$ cat src/hw/rtl/cubic_bezier_easing_solver_top_assert.svh
// Assertion macros for the easing solver.
`ifndef CUBIC_BEZIER_EASING_SOLVER_TOP_ASSERT_SVH
`define CUBIC_BEZIER_EASING_SOLVER_TOP_ASSERT_SVH
// same-cycle implication, clocked on clk, off during rst
`define CBE_ASSERT_NOW(lbl, ante, cons, msg) \
  lbl: assert property (@(posedge clk) disable iff (rst) (ante) |-> (cons)) else $error(msg);
// next-cycle implication, clocked on clk, off during rst
`define CBE_ASSERT_NEXT(lbl, ante, cons, msg) \
  lbl: assert property (@(posedge clk) disable iff (rst) (ante) |=> (cons)) else $error(msg);
`endif

$ cat src/hw/rtl/cbe_pkg.sv
// Shared constants and types for the cubic Bezier easing solver.
package cbe_pkg;
  localparam int FRAC_BITS_DEF    = 24;
  localparam int NEWTON_STEPS_DEF = 8;
  localparam int BISECT_STEPS_DEF = 20;
  localparam int IO_W             = 26;
  localparam int PX_W             = 25;
  localparam int PY_W             = 26;
  localparam int CFG_W            = 26;
  localparam int CFG_IDX_W        = 2;
  localparam int EPS_LSB          = 17;
  localparam int OUT_MAX          = 33554431;
  localparam int OUT_MIN          = -33554432;

  typedef enum logic [CFG_IDX_W-1:0] {
    REG_CTRL1_X = 2'd0,
    REG_CTRL1_Y = 2'd1,
    REG_CTRL2_X = 2'd2,
    REG_CTRL2_Y = 2'd3
  } cfg_reg_t;

  typedef struct packed {
    logic mul;
    logic add;
  } mac_ctl_t;
endpackage

$ cat src/hw/rtl/cbe_stream_if.sv
// Valid/ready stream interfaces for progress in and eased result out.
interface cbe_progress_if
  import cbe_pkg::*;
();
  logic                   valid;
  logic                   ready;
  logic signed [IO_W-1:0] progress;
  modport source (output valid, output progress, input ready);
  modport sink (input valid, input progress, output ready);
endinterface

interface cbe_eased_if
  import cbe_pkg::*;
();
  logic                   valid;
  logic                   ready;
  logic signed [IO_W-1:0] eased;
  modport source (output valid, output eased, input ready);
  modport sink (input valid, input eased, output ready);
endinterface

$ cat src/hw/rtl/cbe_mac.sv
// Shared multiply-shift-add unit: acc = sat(floor(a*t / 2^F) + addend); the product is registered, then the sum.
module cbe_mac
  import cbe_pkg::*;
#(
  parameter int FRAC_BITS = FRAC_BITS_DEF,
  parameter int W         = FRAC_BITS_DEF + 10,
  parameter int CW        = FRAC_BITS_DEF + 10,
  parameter int TW        = FRAC_BITS_DEF + 2
) (
  input  logic                 clk,
  input  mac_ctl_t             ctl,
  input  logic signed [CW-1:0] op_a,
  input  logic signed [TW-1:0] op_t,
  input  logic signed [CW-1:0] addend,
  output logic signed [W-1:0]  acc
);
  localparam int PW = CW + TW;
  localparam int SW = CW + 3;
  localparam logic signed [SW-1:0] SAT_HI = {{(SW-W+1){1'b0}}, {(W-1){1'b1}}};
  localparam logic signed [SW-1:0] SAT_LO = {{(SW-W+1){1'b1}}, {(W-1){1'b0}}};

  logic signed [PW-1:0] prod;
  logic signed [PW-1:0] prod_sh;
  logic signed [SW-1:0] sum;

  always_comb begin
    prod_sh = prod >>> FRAC_BITS;
    sum     = SW'(prod_sh) + SW'(addend);
  end

  always_ff @(posedge clk) begin
    if (ctl.mul) begin
      prod <= op_a * op_t;
    end
    if (ctl.add) begin
      if (sum > SAT_HI) begin
        acc <= SAT_HI[W-1:0];
      end else if (sum < SAT_LO) begin
        acc <= SAT_LO[W-1:0];
      end else begin
        acc <= sum[W-1:0];
      end
    end
  end
endmodule

$ cat src/hw/rtl/cbe_div.sv
// Restoring divider: n/d in fixed point, truncated toward zero, magnitude limited to 4.0.
module cbe_div
  import cbe_pkg::*;
#(
  parameter int FRAC_BITS = FRAC_BITS_DEF,
  parameter int W         = FRAC_BITS_DEF + 10
) (
  input  logic                      clk,
  input  logic                      rst,
  input  logic                      start,
  input  logic signed [W:0]         num,
  input  logic signed [W-1:0]       den,
  output logic                      done,
  output logic signed [FRAC_BITS+3:0] quo
);
  localparam int RW   = W + 3;
  localparam int QM   = FRAC_BITS + 3;
  localparam int CNTW = $clog2(FRAC_BITS + 2);

  logic            busy;
  logic [CNTW-1:0] cnt;
  logic [RW-1:0]   rem;
  logic [RW-1:0]   d4;
  logic [QM-1:0]   qmag;
  logic            neg;
  logic [W:0]      un;
  logic [W-1:0]    ud;
  logic [RW-1:0]   d4_start;
  logic [RW-1:0]   rem_sh;
  logic            qbit;

  always_comb begin
    un       = num[W] ? (W+1)'(-num) : (W+1)'(num);
    ud       = den[W-1] ? W'(-den) : W'(den);
    d4_start = RW'(ud) << 2;
    rem_sh   = rem << 1;
    qbit     = rem_sh >= d4;
    quo      = neg ? -$signed({1'b0, qmag}) : $signed({1'b0, qmag});
  end

  always_ff @(posedge clk) begin
    if (rst) begin
      busy <= 1'b0;
      done <= 1'b0;
    end else begin
      done <= 1'b0;
      if (start) begin
        neg <= num[W] != den[W-1];
        d4  <= d4_start;
        cnt <= '0;
        if (RW'(un) >= d4_start) begin
          qmag <= QM'(1) << (FRAC_BITS + 2);
          done <= 1'b1;
        end else begin
          qmag <= '0;
          rem  <= RW'(un);
          busy <= 1'b1;
        end
      end else if (busy) begin
        rem  <= qbit ? rem_sh - d4 : rem_sh;
        qmag <= {qmag[QM-2:0], qbit};
        cnt  <= cnt + 1'b1;
        if (cnt == CNTW'(FRAC_BITS + 1)) begin
          busy <= 1'b0;
          done <= 1'b1;
        end
      end
    end
  end
endmodule

$ cat src/hw/rtl/cubic_bezier_easing_solver_top.sv
// Top level of the cubic Bezier easing solver: sequencer, config and output register.
// Usage:
//  - in_ch carries one progress value x (signed Q FRAC_BITS) per transfer; out_ch
//    returns one eased value y per input, in order.
//  - in_ch.ready is high only while the sequencer is idle; one item is worked on at
//    a time on a shared multiply-add unit and a bit-serial divider.
//  - x <= 0 or x >= 1.0 skip the solver: the result is registered at the transfer, then
//    loaded into the output register. Otherwise every polynomial evaluation takes a
//    multiply state and an add state per multiply-add plus a decision state; a Newton
//    step also waits on the divider, a bisection step does not.
//  - The result sits in an output register; the next progress value is taken while
//    it waits, and the sequencer holds its finished result until the register frees.
//  - Configuration (cfg_we/cfg_index/cfg_wdata) is written while idle; coefficients
//    are derived from the control points when an item is taken.
//  - Reset (rst, synchronous) returns to idle, clears the output valid and loads the
//    control points (0,0) and (1,1).
module cubic_bezier_easing_solver_top
  import cbe_pkg::*;
#(
  parameter int FRAC_BITS    = FRAC_BITS_DEF,
  parameter int NEWTON_STEPS = NEWTON_STEPS_DEF,
  parameter int BISECT_STEPS = BISECT_STEPS_DEF
) (
  input  logic                 clk,
  input  logic                 rst,
  input  logic                 cfg_we,
  input  logic [CFG_IDX_W-1:0] cfg_index,
  input  logic [CFG_W-1:0]     cfg_wdata,
  cbe_progress_if.sink         in_ch,
  cbe_eased_if.source          out_ch
);
  localparam int W    = FRAC_BITS + 10;
  localparam int CW   = (W > 33) ? W : 33;
  localparam int TW   = FRAC_BITS + 2;
  localparam int EW   = W + 1;
  localparam int QW   = FRAC_BITS + 4;
  localparam int XW   = (TW > 27) ? TW : 27;
  localparam int MAXS = (NEWTON_STEPS > BISECT_STEPS) ? NEWTON_STEPS : BISECT_STEPS;
  localparam int IW   = $clog2(MAXS + 1);

  typedef enum logic [5:0] {
    S_IDLE   = 6'b000001,
    S_MUL    = 6'b000010,
    S_ADD    = 6'b000100,
    S_DECIDE = 6'b001000,
    S_DIV    = 6'b010000,
    S_OUT    = 6'b100000
  } state_t;

  typedef enum logic [1:0] {
    JOB_X = 2'd0,
    JOB_D = 2'd1,
    JOB_Y = 2'd2
  } job_t;

  // control point registers
  logic [PX_W-1:0]        p1x, p2x;
  logic signed [PY_W-1:0] p1y, p2y;

  always_ff @(posedge clk) begin
    if (rst) begin
      p1x <= '0;
      p1y <= '0;
      p2x <= PX_W'(1) << 24;
      p2y <= PY_W'(1) << 24;
    end else if (cfg_we) begin
      case (cfg_reg_t'(cfg_index))
        REG_CTRL1_X: p1x <= cfg_wdata[PX_W-1:0];
        REG_CTRL1_Y: p1y <= $signed(cfg_wdata[PY_W-1:0]);
        REG_CTRL2_X: p2x <= cfg_wdata[PX_W-1:0];
        REG_CTRL2_Y: p2y <= $signed(cfg_wdata[PY_W-1:0]);
        default: ;
      endcase
    end
  end

  // polynomial coefficients from the control points
  logic signed [CW-1:0] one_c, p1x_w, p2x_w, p1y_w, p2y_w, dx, dy;
  logic signed [CW-1:0] cx_n, bx_n, ax_n, cy_n, by_n, ay_n;
  logic signed [CW-1:0] ax, bx, cx, ax3, bx2, ay, by, cy;

  always_comb begin
    one_c = CW'(1) <<< FRAC_BITS;
    p1x_w = $signed(CW'(p1x));
    p2x_w = $signed(CW'(p2x));
    p1y_w = CW'(p1y);
    p2y_w = CW'(p2y);
    dx    = p2x_w - p1x_w;
    dy    = p2y_w - p1y_w;
    cx_n  = p1x_w + (p1x_w <<< 1);
    bx_n  = dx + (dx <<< 1) - cx_n;
    ax_n  = one_c - cx_n - bx_n;
    cy_n  = p1y_w + (p1y_w <<< 1);
    by_n  = dy + (dy <<< 1) - cy_n;
    ay_n  = one_c - cy_n - by_n;
  end

  state_t               state;
  job_t                 job;
  logic [1:0]           op;
  logic                 bisect;
  logic [IW-1:0]        iter;
  logic signed [TW-1:0] x_t, t, tl, tr;
  logic signed [EW-1:0] e_q;
  logic signed [IO_W-1:0] res;
  logic                 out_valid;
  logic signed [IO_W-1:0] eased_q;

  // mac operand selection
  mac_ctl_t             mac_ctl;
  logic signed [CW-1:0] op_a, addend, coef, cb, cc;
  logic signed [W-1:0]  acc;
  logic [1:0]           last_op;

  always_comb begin
    case (job)
      JOB_X: begin coef = ax;  cb = bx;  cc = cx; last_op = 2'd2; end
      JOB_D: begin coef = ax3; cb = bx2; cc = cx; last_op = 2'd1; end
      JOB_Y: begin coef = ay;  cb = by;  cc = cy; last_op = 2'd2; end
      default: begin coef = ax; cb = bx; cc = cx; last_op = 2'd2; end
    endcase
    op_a    = (op == 2'd0) ? coef : CW'(acc);
    addend  = (op == 2'd0) ? cb : ((op == 2'd1) ? cc : '0);
    mac_ctl.mul = state == S_MUL;
    mac_ctl.add = state == S_ADD;
  end

  cbe_mac #(
    .FRAC_BITS(FRAC_BITS), .W(W), .CW(CW), .TW(TW)
  ) u_mac (
    .clk(clk), .ctl(mac_ctl), .op_a(op_a), .op_t(t), .addend(addend), .acc(acc)
  );

  // decision terms
  logic signed [EW-1:0] e_full, e_mag;
  logic signed [W-1:0]  d_mag;
  logic                 e_small, d_small, x_above;
  logic signed [TW-1:0] tl_n, tr_n, mid, one_t;

  always_comb begin
    e_full  = EW'(acc) - EW'(x_t);
    e_mag   = e_full[EW-1] ? -e_full : e_full;
    d_mag   = acc[W-1] ? -acc : acc;
    e_small = e_mag < EW'(EPS_LSB);
    d_small = $unsigned(d_mag) < W'(EPS_LSB);
    x_above = EW'(x_t) > EW'(acc);
    tl_n    = x_above ? t : tl;
    tr_n    = x_above ? tr : t;
    mid     = tl_n + ((tr_n - tl_n) >>> 1);
    one_t   = TW'(1) <<< FRAC_BITS;
  end

  // divider
  logic                 div_start, div_done;
  logic signed [QW-1:0] div_quo;
  logic signed [TW+2:0] t_sub;
  logic signed [TW+2:0] t_lim;
  logic signed [TW-1:0] t_newton;

  assign div_start = (state == S_DECIDE) && (job == JOB_D) && !d_small;

  cbe_div #(.FRAC_BITS(FRAC_BITS), .W(W)) u_div (
    .clk(clk), .rst(rst), .start(div_start), .num(e_q), .den(acc),
    .done(div_done), .quo(div_quo)
  );

  // t clamped to [-2.0, 2.0 - 1 LSB]
  always_comb begin
    t_sub = (TW+3)'(t) - (TW+3)'(div_quo);
    t_lim = (TW+3)'(one_t) <<< 1;
    if (t_sub > t_lim - (TW+3)'(1)) begin
      t_newton = $signed({1'b0, {(TW-1){1'b1}}});
    end else if (t_sub < -t_lim) begin
      t_newton = $signed({1'b1, {(TW-1){1'b0}}});
    end else begin
      t_newton = t_sub[TW-1:0];
    end
  end

  function automatic logic signed [IO_W-1:0] sat_out(input logic signed [W-1:0] v);
    if (v > W'(OUT_MAX)) begin
      return IO_W'(OUT_MAX);
    end else if (v < W'(OUT_MIN)) begin
      return IO_W'(OUT_MIN);
    end
    return v[IO_W-1:0];
  endfunction

  // input checks at the transfer
  logic                 in_xfer, out_load;
  logic signed [XW-1:0] prog_x, one_x;

  always_comb begin
    in_xfer  = in_ch.valid && in_ch.ready;
    out_load = (state == S_OUT) && (!out_valid || out_ch.ready);
    prog_x   = XW'(in_ch.progress);
    one_x    = XW'(1) <<< FRAC_BITS;
  end

  // sequencer
  always_ff @(posedge clk) begin
    if (rst) begin
      state  <= S_IDLE;
      job    <= JOB_X;
      op     <= 2'd0;
      bisect <= 1'b0;
      iter   <= '0;
    end else begin
      case (state)
        S_IDLE: begin
          if (in_xfer) begin
            ax  <= ax_n;
            bx  <= bx_n;
            cx  <= cx_n;
            ax3 <= ax_n + (ax_n <<< 1);
            bx2 <= bx_n <<< 1;
            ay  <= ay_n;
            by  <= by_n;
            cy  <= cy_n;
            x_t <= TW'(in_ch.progress);
            t   <= TW'(in_ch.progress);
            job    <= JOB_X;
            op     <= 2'd0;
            bisect <= 1'b0;
            iter   <= '0;
            if (prog_x <= XW'(0)) begin
              res   <= '0;
              state <= S_OUT;
            end else if (prog_x >= one_x) begin
              res   <= sat_out(W'(1) <<< FRAC_BITS);
              state <= S_OUT;
            end else begin
              state <= S_MUL;
            end
          end
        end
        S_MUL: state <= S_ADD;
        S_ADD: begin
          if (op == last_op) begin
            op    <= 2'd0;
            state <= S_DECIDE;
          end else begin
            op    <= op + 2'd1;
            state <= S_MUL;
          end
        end
        S_DECIDE: begin
          case (job)
            JOB_X: begin
              if (e_small) begin
                job   <= JOB_Y;
                state <= S_MUL;
              end else if (!bisect) begin
                e_q   <= e_full;
                job   <= JOB_D;
                state <= S_MUL;
              end else begin
                tl    <= tl_n;
                tr    <= tr_n;
                t     <= mid;
                iter  <= iter + 1'b1;
                job   <= (iter == IW'(BISECT_STEPS - 1)) ? JOB_Y : JOB_X;
                state <= S_MUL;
              end
            end
            JOB_D: begin
              if (d_small) begin
                bisect <= 1'b1;
                tl     <= '0;
                tr     <= one_t;
                t      <= x_t;
                iter   <= '0;
                job    <= JOB_X;
                state  <= S_MUL;
              end else begin
                state <= S_DIV;
              end
            end
            default: begin
              res   <= sat_out(acc);
              state <= S_OUT;
            end
          endcase
        end
        S_DIV: begin
          if (div_done) begin
            job <= JOB_X;
            if (iter == IW'(NEWTON_STEPS - 1)) begin
              // Newton budget spent: bisection restarts from t = x
              bisect <= 1'b1;
              tl     <= '0;
              tr     <= one_t;
              t      <= x_t;
              iter   <= '0;
            end else begin
              t    <= t_newton;
              iter <= iter + 1'b1;
            end
            state <= S_MUL;
          end
        end
        S_OUT: begin
          if (out_load) begin
            state <= S_IDLE;
          end
        end
        default: state <= S_IDLE;
      endcase
    end
  end

  // output register
  always_ff @(posedge clk) begin
    if (rst) begin
      out_valid <= 1'b0;
    end else if (out_load) begin
      out_valid <= 1'b1;
    end else if (out_ch.ready) begin
      out_valid <= 1'b0;
    end
  end

  always_ff @(posedge clk) begin
    if (out_load) begin
      eased_q <= res;
    end
  end

  assign in_ch.ready  = state == S_IDLE;
  assign out_ch.valid = out_valid;
  assign out_ch.eased = eased_q;

`include "cubic_bezier_easing_solver_top_assert.svh"

  `CBE_ASSERT_NEXT(a_busy_after_take, in_xfer, state != S_IDLE, "idle after input transfer")
  `CBE_ASSERT_NOW(a_div_done_in_div, div_done, state == S_DIV, "divider finished outside wait")
  `CBE_ASSERT_NEXT(a_out_loaded, out_load, out_valid && state == S_IDLE, "result not presented")
endmodule
$ cat src/flat_wrapper.sv
// flat-port wrapper written by rule: the top's interface ports become plain ports
module cubic_bezier_easing_solver_top_flat import cbe_pkg::*;
#(
  parameter int FRAC_BITS    = FRAC_BITS_DEF,
  parameter int NEWTON_STEPS = NEWTON_STEPS_DEF,
  parameter int BISECT_STEPS = BISECT_STEPS_DEF
)
  (clk, rst, cfg_we, cfg_index, cfg_wdata, in_ch_valid, in_ch_progress, in_ch_ready, out_ch_valid, out_ch_eased, out_ch_ready);
  cbe_progress_if in_ch_i ();
  cbe_eased_if out_ch_i ();
  input  logic clk;
  input  logic rst;
  input  logic cfg_we;
  input  logic [CFG_IDX_W-1:0] cfg_index;
  input  logic [CFG_W-1:0] cfg_wdata;
  input wire logic [$bits(in_ch_i.valid)-1:0] in_ch_valid;
  input wire logic [$bits(in_ch_i.progress)-1:0] in_ch_progress;
  output wire logic [$bits(in_ch_i.ready)-1:0] in_ch_ready;
  output wire logic [$bits(out_ch_i.valid)-1:0] out_ch_valid;
  output wire logic [$bits(out_ch_i.eased)-1:0] out_ch_eased;
  input wire logic [$bits(out_ch_i.ready)-1:0] out_ch_ready;
  assign in_ch_i.valid = in_ch_valid;
  assign in_ch_i.progress = in_ch_progress;
  assign in_ch_ready = in_ch_i.ready;
  assign out_ch_valid = out_ch_i.valid;
  assign out_ch_eased = out_ch_i.eased;
  assign out_ch_i.ready = out_ch_ready;
  cubic_bezier_easing_solver_top #(.FRAC_BITS(FRAC_BITS), .NEWTON_STEPS(NEWTON_STEPS), .BISECT_STEPS(BISECT_STEPS)) u_core (.clk(clk), .rst(rst), .cfg_we(cfg_we), .cfg_index(cfg_index), .cfg_wdata(cfg_wdata), .in_ch(in_ch_i), .out_ch(out_ch_i));
endmodule
$ cat config.mk
export PLATFORM = sky130hd
export DESIGN_NAME = cubic_bezier_easing_solver_top_flat
export DESIGN_NICKNAME = d
export VERILOG_FILES = /design/src/hw/rtl/cbe_pkg.sv /design/src/hw/rtl/cbe_stream_if.sv /design/src/hw/rtl/cbe_mac.sv /design/src/hw/rtl/cbe_div.sv /design/src/hw/rtl/cubic_bezier_easing_solver_top.sv /design/src/flat_wrapper.sv
export VERILOG_INCLUDE_DIRS = /design/src /design/src/hw/rtl
export SDC_FILE = /design/constraint.sdc
export NUM_CORES = 2
export LEC_CHECK = 0
export BUFFER_PORTS_ARGS = -buffer_cell sky130_fd_sc_hd__buf_2
export CORE_MARGIN = 5
export CORE_UTILIZATION = 45
export DETAILED_ROUTE_END_ITERATION = 6
export GPL_ROUTABILITY_DRIVEN = 1
export SYNTH_ARGS = -nofsm -noshare
export SYNTH_HDL_FRONTEND = slang
export SYNTH_SLANG_ARGS = --single-unit
$ cat constraint.sdc
create_clock -name clk -period 19.6 [get_ports clk]
set_input_delay 1.96 -clock clk [delete_from_list [all_inputs] [get_ports clk]]
set_output_delay 1.96 -clock clk [all_outputs]
set_load 0.05 [all_outputs]
==> metrics <==
Place WS 8.44 ns; Post-synth top cells inv_1, nand2_1, fa_1; register area share after synthesis 24.0%; gr ovfl total 0; most frequent CP cell fa_1; CTS Sinks 709; RSZ-0062 raised after global routing false; DR vias/cell 5.61; TritonCTS Buffers 86; Setup CP Type flip-flop to flip-flop; r2r worst-path depth 35; Worst Path Buf+Inv 6; number of routed nets with antenna violations 0; Critical-path top delay cell o31ai_1; worst setup margin 8.38 ns; Post-CTS Resized 0; largest net degree at the start of global routing 169; worst stage delay on the critical path 0.81 ns; DRT Pass-1 Iters 7; share of cells above drive strength 1 5.62%; hold path depth 0; Finished Core Util 48.5%; CTS tree done; maximum clock insertion buffer count 3; synth top area cells fa_1, edfxtp_1, ha_1; hold bufs inserted after CTS 0; row count 158; Synth Instances 9060; Residual DRC 0; Synth cell types 106; Yosys top cell by area fa_1; die height 441 um; Clock Tree Root clkbuf_16; die extent in x 441 um; Post-Route WL 251 mm; final worst path period share 57.2%; Worst slew margin 6.82%; worst hold path type flip-flop to flip-flop; number of synthesized flops with an enable pin 588; CP required 20.04 ns; Starting Density 45.1%; maxcap violations 0; Yosys warnings 0; vias in the first global route 66300; Yosys top cell area share 23.2%; IO Count 87; ys async rst share 0%; CP Launch Type flip-flop; All-Layer GR Usage 25.9%; initial drt markers 4980; Worst-path clk slew 0.06 ns; final setup fails 0; routed wire length per instance 21.7 um; cell area after synthesis 83500 sq um; Setup TNS Final 0 ns; worst endpoint data arrival time 11.67 ns; final hold violations 0; die area 194000 sq um; hpwl dp 196 mm; status finished clean; nets 10700; first-pass GRT wire length 390 mm; Clock Latency Late Sink 0.72 ns; count of pins over their slew limit 0; flop and latch count out of synthesis 709; mean post-synth cell area 9.22 sq um; slew at the pin closest to its max-slew limit 1.40 ns; post-CTS setup buffer count 0; initial antenna violation count 12; H-tree depth 3; CP endpoint kind flip-flop; DR vias 64800; Max Freq 89.1 MHz; Max FO, Critical Path 71; most common cell in the netlist inv_1; Net Count, Synth 10800; PortBufs 86; GPL Wtd Cong 0.941; Synth Flop Type edfxtp_1; Crit path depth 35; Crit path max-delay family adder cells; Clock Skews 0.0445 ns; Layout area overhead 7.47%; core area 185000 sq um; crit path time final 11.22 ns
[registers in the layout (all words and copies together) (netlist names), 27 cells and up]
signal,count
u_core.u_div.rem,36
u_core.u_mac.prod,36
u_core.e_q,35
u_core.ax3,34
u_core.ay,34
u_core.bx,34
u_core.by,34
u_core.u_div.d4,34
u_core.u_mac.acc,34
u_core.ax,33
u_core.cy,28
u_core.cx,27
u_core.u_div.qmag,27
[area by class of cell]
cell class                 instances  area, sq um
antenna                           12         30.0
clock buffer                     109         2410
clock inverter                    50          568
fill                           17600        95300
inverter                        1402         5260
multi-input combinational       6597        57100
sequential                       709        20100
tap                             2480         3100
timing repair buffer             186         1200
[stage by stage]
stage	cell area, sq um	hold slack (ns)	std cells
after floorplan	83500	0.400	9060
after global placement	86800	0.403	11400
after detailed placement	86800	0.405	11400
after CTS	89700	0.419	11500
after global routing	89800	0.422	11500
final	89800	0.418	11500
[kinds of logic (layout without fill, tap and decap cells)]
kind of cell | count (synthesis) | after routing | share of synthesized area [%]
adders and majority gates | 1666 | 1666 | 33.6
AOI/OAI and AO/OA | 1649 | 1649 | 12.8
DFF | 709 | 709 | 24.0
and+or+nand+nor | 2652 | 2652 | 14.7
muxes | 118 | 118 | 1.48
xor gates and xnor gates | 512 | 512 | 5.42
other | 0 | 12 | 0
buffers and inverters | 1754 | 1747 | 7.90
[cells in the final DEF, fill, tap and decap left out, types with 89 or more instances in the layout]
cell	count
a21o_1	170
a21oi_1	465
and2_1	201
buf_4	100
clkbuf_16	91
dfxtp_1	121
edfxtp_1	588
fa_1	967
ha_1	694
inv_1	1397
nand2_1	1202
nand3_1	121
nor2_1	467
nor2b_1	104
nor3_1	142
o211ai_1	89
o21ai_0	299
xnor2_1	350
xor2_1	158
[final timing paths]
kind	start	endpoint	slack, ns
max	u_core.job[1]$_SDFFE_PP0P_	u_core.u_mac.prod[59]$_DFFE_PP_	8.38
max reg2reg	u_core.job[1]$_SDFFE_PP0P_	u_core.u_mac.prod[59]$_DFFE_PP_	8.38
min reg2reg	u_core.res[25]$_SDFFCE_PN0P_	u_core.out_ch.eased[25]$_DFFE_PP_	0.42
min	u_core.res[25]$_SDFFCE_PN0P_	u_core.out_ch.eased[25]$_DFFE_PP_	0.42
[metal layers]
layer	part of all wire [%]	global-route usage [%]
met1	43	34.4
met2	47	43.3
met3	5.8	3.31
met4	4.2	9.68
met5	0	0
Power is not shown: default switching activity piles up to over one toggle a cycle in this logic, so the estimate is an artifact.
